`src/rtl/rcw_pkg.sv`:
```
// ----------------------------------------------------------------------------
// rcw_pkg
// Shared types and constants for the recursive contribution weighting block.
// ----------------------------------------------------------------------------
`default_nettype none

package rcw_pkg;

  localparam int unsigned MAX_SAMPLES_DEF = 4096;
  localparam int unsigned QUEUE_DEPTH     = 2;

  localparam int unsigned EPS_W   = 31;
  localparam int unsigned DATA_W  = 32;
  localparam int unsigned TLEN_W  = 13;
  localparam int unsigned CADDR_W = 2;

  localparam logic [CADDR_W-1:0] REG_REGULARIZATION = 2'd0;
  localparam logic [CADDR_W-1:0] REG_INITIAL_WEIGHT = 2'd1;
  localparam logic [CADDR_W-1:0] REG_TRACE_LENGTH   = 2'd2;

  localparam logic REQ_LOAD    = 1'b0;
  localparam logic REQ_PROCESS = 1'b1;

  localparam logic [TLEN_W-1:0] TRACE_LENGTH_RST   = 13'd4096;
  localparam logic [EPS_W-1:0]  REGULARIZATION_RST = 31'd65536;

  typedef struct packed {
    logic signed [DATA_W-1:0] gather;
    logic signed [DATA_W-1:0] stack;
    logic                     first;
    logic                     last;
  } rcw_item_t;

endpackage

`default_nettype wire

```
`src/rtl/rcw_queue.sv`:
```
// ----------------------------------------------------------------------------
// rcw_queue
// Short FIFO between the request front end and the arithmetic back end.
// ----------------------------------------------------------------------------
`default_nettype none

module rcw_queue (
  input  wire                       clk,
  input  wire                       rst_n,
  input  wire logic                 push,
  input  wire rcw_pkg::rcw_item_t   push_item,
  output logic                      push_ready,
  input  wire logic                 pop,
  output logic                      pop_valid,
  output rcw_pkg::rcw_item_t        pop_item
);

  localparam int unsigned D  = rcw_pkg::QUEUE_DEPTH;
  localparam int unsigned PW = (D > 1) ? $clog2(D) : 1;
  localparam int unsigned CW = $clog2(D + 1);

  rcw_pkg::rcw_item_t buf_r [D];
  logic [PW-1:0] wp_r, wp_nxt, rp_r, rp_nxt;
  logic [CW-1:0] cnt_r, cnt_nxt;
  logic          do_push, do_pop;

  assign push_ready = (cnt_r != CW'(D));
  assign pop_valid  = (cnt_r != '0);
  assign pop_item   = buf_r[rp_r];
  assign do_push    = push && push_ready;
  assign do_pop     = pop && pop_valid;

  always_comb begin
    wp_nxt  = wp_r;
    rp_nxt  = rp_r;
    cnt_nxt = cnt_r;
    if (do_push) begin
      wp_nxt = (32'(wp_r) == D - 1) ? '0 : wp_r + PW'(1);
    end
    if (do_pop) begin
      rp_nxt = (32'(rp_r) == D - 1) ? '0 : rp_r + PW'(1);
    end
    if (do_push && !do_pop) begin
      cnt_nxt = cnt_r + CW'(1);
    end else if (do_pop && !do_push) begin
      cnt_nxt = cnt_r - CW'(1);
    end
  end

  always_ff @(posedge clk) begin
    if (!rst_n) begin
      wp_r  <= '0;
      rp_r  <= '0;
      cnt_r <= '0;
    end else begin
      wp_r  <= wp_nxt;
      rp_r  <= rp_nxt;
      cnt_r <= cnt_nxt;
    end
  end

  always_ff @(posedge clk) begin
    if (do_push) begin
      buf_r[wp_r] <= push_item;
    end
  end

  q_bound: assert property (@(posedge clk) disable iff (!rst_n)
    32'(cnt_r) <= D)
    else $error("queue count overflow");

  q_ptr: assert property (@(posedge clk) disable iff (!rst_n)
    (cnt_r == '0) || (cnt_r == CW'(D)) |-> wp_r == rp_r)
    else $error("queue pointers disagree with count");

  q_grow: assert property (@(posedge clk) disable iff (!rst_n)
    do_push && !do_pop |=> cnt_r == $past(cnt_r) + CW'(1))
    else $error("queue count did not grow");

endmodule

`default_nettype wire

```
`config.mk`:
```
export PLATFORM = sky130hd
export DESIGN_NAME = rcw_queue
export DESIGN_NICKNAME = d
export VERILOG_FILES = /design/src/rtl/rcw_pkg.sv /design/src/rtl/rcw_queue.sv
export SDC_FILE = /design/constraint.sdc
export NUM_CORES = 1
export LEC_CHECK = 0
export ABC_AREA = 0
export ABC_CLOCK_PERIOD_IN_PS = 2900
export BUFFER_PORTS_ARGS = -buffer_cell sky130_fd_sc_hd__buf_2
export CAP_MARGIN = 20
export CORE_ASPECT_RATIO = 2
export CORE_MARGIN = 4
export CORE_UTILIZATION = 45
export CTS_CLUSTER_DIAMETER = 60
export DETAILED_ROUTE_END_ITERATION = 12
export GPL_ROUTABILITY_DRIVEN = 0
export PLACE_DENSITY = 0.68
export SETUP_SLACK_MARGIN = 0.5
export SYNTH_ARGS = -nofsm -noshare
export SYNTH_HDL_FRONTEND = slang
export SYNTH_SLANG_ARGS = --single-unit
```
`constraint.sdc`:
```
create_clock -name clk -period 2.9 [get_ports clk]
set_input_delay 0.58 -clock clk [delete_from_list [all_inputs] [get_ports clk]]
set_output_delay 0.58 -clock clk [all_outputs]
set_load 0.005 [all_outputs]
```
# Yosys cells after proc, flatten, opt, wreduce, memory -nomap -nowiden
# Memory sizes are Yosys's and may differ from the RTL's. A register that Yosys moved wholly into a read port is not among the register bits.
# Cells that the tools add are included.
[word_totals]
mem_bits_rw = 132
elab_cells = 25
n_memories = 1
ff_bits = 4
inputBits = 70
output_inout_bits = 68
[memory_table]
columns = ["name", "words", "word_bits", "rd", "rd_ports_with_merged_regs", "write_ports", "line_no", "text"]
rows = [
  ["buf_r", 2, 66, 1, 1, 1, "rcw_queue.sv:22", "rcw_pkg::rcw_item_t buf_r [D];"],
]
[op_classes]
eq_ne = 1
add_sub_neg = 4
mux = 8
n_reduce_logical = 8
[ops]
columns = ["op", "n"]
rows = [
  ["$mux W1", 6],
  ["$logic_and A1 B1 Y1", 4],
  ["$mux W2", 2],
  ["$reduce_bool A2 Y1", 2],
  ["$add A1 B1 Y1 const B", 2],
  ["$add A2 B1 Y2 const B", 1],
  ["$logic_not A1 Y1", 2],
  ["$ne A2 B2 Y1 const B", 1],
  ["$sub A2 B1 Y2 const B", 1],
]

# Longest topological paths before layout
[depth]
word_depth = 6
mapped_depth = 6
ltp_nobuf = 6

# Worst setup path after synthesis
# No wires, ideal clock.
[synth_timing]
path_type = "input to register"
from = "input port push"
to = "memory buf_r[1][0] (netlist bit) (enable)"
path_slack_ns = 0.289
cell_stages = 1
setup_time_ns = 0.431
arrival_ns = 2.180
path_cell_list = "and3_1"
[synth_between]
elab_chain_cells = 3
[synth_rtl]
columns = ["element", "line_no", "text"]
rows = [
  ["from (decl)", "rcw_queue.sv:10", "input wire logic push,"],
  ["$logic_and A1 B1 Y1", "rcw_queue.sv:30", "assign do_push = push && push_ready;"],
  ["$mux W1", "rcw_queue.sv:63", "if (do_push) begin"],
  ["$mux W1 (implied by the code)", "rcw_queue.sv:64", "buf_r[wp_r] <= push_item;"],
  ["to (decl)", "rcw_queue.sv:22", ""],
]
# No other way between the ends.

==> metrics <==
CP Launch Type=flop; Final setup viols=0; total power=approximately 0.0057 W; CTS tree=done; Die Wd=82.6 um; Hold Startpoint=push_item[2]; CTS buffer count=17; first-pass GRT wire length=13400 um; Max stage delay on crit path=400 ps; Final Max Slew Viols=0; total track usage=0.147; final instance area=6420 um^2; slew margin rel.=0.681; global route total overflow=0; Seq/Total Area, Yosys=0.811; vias in the first global route=2852; final worst path period need=between 2000 and 2500 ps; Worst Setup End Kind=output port; Top Family by Delay on Critical Path=buffers and inverters; cts hold-fix bufs=0; Critical Path AT=between 1500 and 2000 ps; core region area=10900 um^2; clk sink count=roughly 140; H-tree levels=4; synth unique cells=21; Hold Fails Final Rpt=0; PostCTS Resize Cnt=0; fin worst setup slack=about 650 ps; PwrDens=886 nW/um^2; Leakage=between 2 and 2.5 nW; Clk pin slew, worst setup/hold paths=50 ps; synthesized area per cell=21.9 um^2; DRT Pass-1 Iters=6; worst path bufs/invs=2; skew final=6.30 ps; PortBufs=137; yosys warns=0; largest net degree at the start of global routing=67; Synth area leader=edfxtp_1; max cap viols=0; worst-path maximum fanout=36; Slowest cell on crit path=buf_4; top cells by area, synth=edfxtp_1, mux2_2, dfxtp_1, buf_6, and2_1; crit path kind=reg2out; Cells after Synth=229; initial DRC count=122; initial core utilization=0.461; Final nets=453; synthesis-stage register bit count=~140; drt drc=0; Fin Setup TNS=0 ps; Max IR drop VDD=572 uV; I/O Pins=around 140; Cell Rows=54; fin crit share=0.777; final wirelength=9200 um; Fill cells=between 800 and 900; top cell type's share of synthesized area=0.791; Chip Height=157 um; initial antenna violation count=3; Post-DRT Antenna Nets=0; DP Worst Slack=around 1000 ps; CP Cell Sequence=buf_4, mux2_2, buf_2; Clock Tree Buf Depth=2; total number of vias=2620; Tightest Hold Check Type=in2reg; Slew @ Worst Pin=between 400 and 500 ps; die area=13000 um^2; RR Startpoint=cnt_r[0]$_SDFFE_PN0P_; outcome=finished clean; Hold WS=359 ps; area grow syn2layout=28.1%; Vias/cell=about 4.9; cell area after synthesis=5010 um^2; WL/cell=approximately 17 um; RSZ-0062 raised after global routing=no; Placed Area=just under 6000 um^2; # Post-CTS Setup Buffers=0; Post-Syn Nets=300; CP Data Required Time=2320 ps; worst skew pair latency=400 ps; share of layout cells above drive strength 1=0.597; HPWL Detailed=just over 6000 um; CTS Root Cell=clkbuf_16; Fmax=444 MHz
## cell usage after synthesis
| cell | n |
|---|---|
| edfxtp_1 | 132 |
| mux2_2 | 66 |
| dfxtp_1 | 5 |
| and2_1 | 4 |
| buf_6 | 4 |
| buf_2 | 2 |
| xnor2_1 | 2 |
| a21bo_2 | 1 |
| a21boi_0 | 1 |
| a21boi_1 | 1 |
| and3_1 | 1 |
| buf_4 | 1 |
| ha_1 | 1 |
| inv_1 | 1 |
| nand2b_4 | 1 |
| nand3b_1 | 1 |
| o21ai_0 | 1 |
| o21ai_1 | 1 |
| or2_2 | 1 |
| or3_1 | 1 |
| xor2_1 | 1 |
## through the flow
stage	instances	utilization
final	538	0.590
after floorplan	229	-
after CTS	535	0.590
after global placement	503	0.539
after global routing	538	0.590
after detailed placement	503	0.539
## path summary, 6_finish.rpt
kind | slack [ps] | end | depth (start not counted)
worst max-delay path | 650 | pop_item[5] | 3
worst max register to register | 1310 | cnt_r[1]$_SDFFE_PN0P_ | 5
worst min-delay path | 360 | buf_r[1][2]$_DFFE_PP_ | 1
worst min register to register | 570 | cnt_r[1]$_SDFFE_PN0P_ | 2
## state kept, by name, indices dropped and copies added (netlist names), named ones only
register and cells:
cnt_r 2, wp_r 1, rp_r 1, buf_r 132
## cell families after synthesis
| family | after synthesis | share of synthesized area |
|---|---|---|
| adders and majority gates | 1 | 0.00250 |
| AOI/OAI and AO/OA | 5 | 0.00699 |
| and+or+nand+nor | 9 | 0.0130 |
| xor gates and xnor gates | 3 | 0.00524 |
| muxes | 66 | 0.148 |
| buffers and inverters | 8 | 0.0132 |
| DFF | 137 | 0.811 |
## placed cells by master (no fill, tap or decap), drive strengths merged, types with 3 or more instances in the layout
cell type,synthesis,layout
diode,0,3
mux2,66,66
and2,4,4
buf,7,141
dfxtp,5,5
clkinv,0,5
clkinvlp,0,3
clkbuf,0,22
edfxtp,132,132
## report_power, final
part           total, W  switching (W)  internal (W)
clock           0.00197       0.000716       0.00125
sequential      0.00255      0.0000690       0.00248
combinational   0.00118       0.000563      0.000618
total           0.00569        0.00135       0.00434
## final cells by class
cell class | count | area [um^2] | share of cell area
Antenna cell | 3 | 7.51 | 0.00117
Clock buffer | 22 | 444 | 0.0692
Clock inverter | 10 | 103 | 0.0160
Inverter | 1 | 3.75 | 0.000584
Multi-Input combinational cell | 84 | 883 | 0.138
Sequential cell | 137 | 4070 | 0.633
Tap cell | 140 | 175 | 0.0273
Timing Repair Buffer | 141 | 741 | 0.115
## per-layer routing
| layer | global-route usage | vias up | routed length, um |
|---|---|---|---|
| met5 | 0 | - | 0 |
| met1 | 0.129 | 1279 | 2920 |
| met2 | 0.265 | 98 | 5360 |
| met4 | 0.0974 | 0 | 345 |
| met3 | 0.0567 | 29 | 573 |
| li1 | - | 1214 | - |
Note: power is estimated with default switching activity, not from simulation.
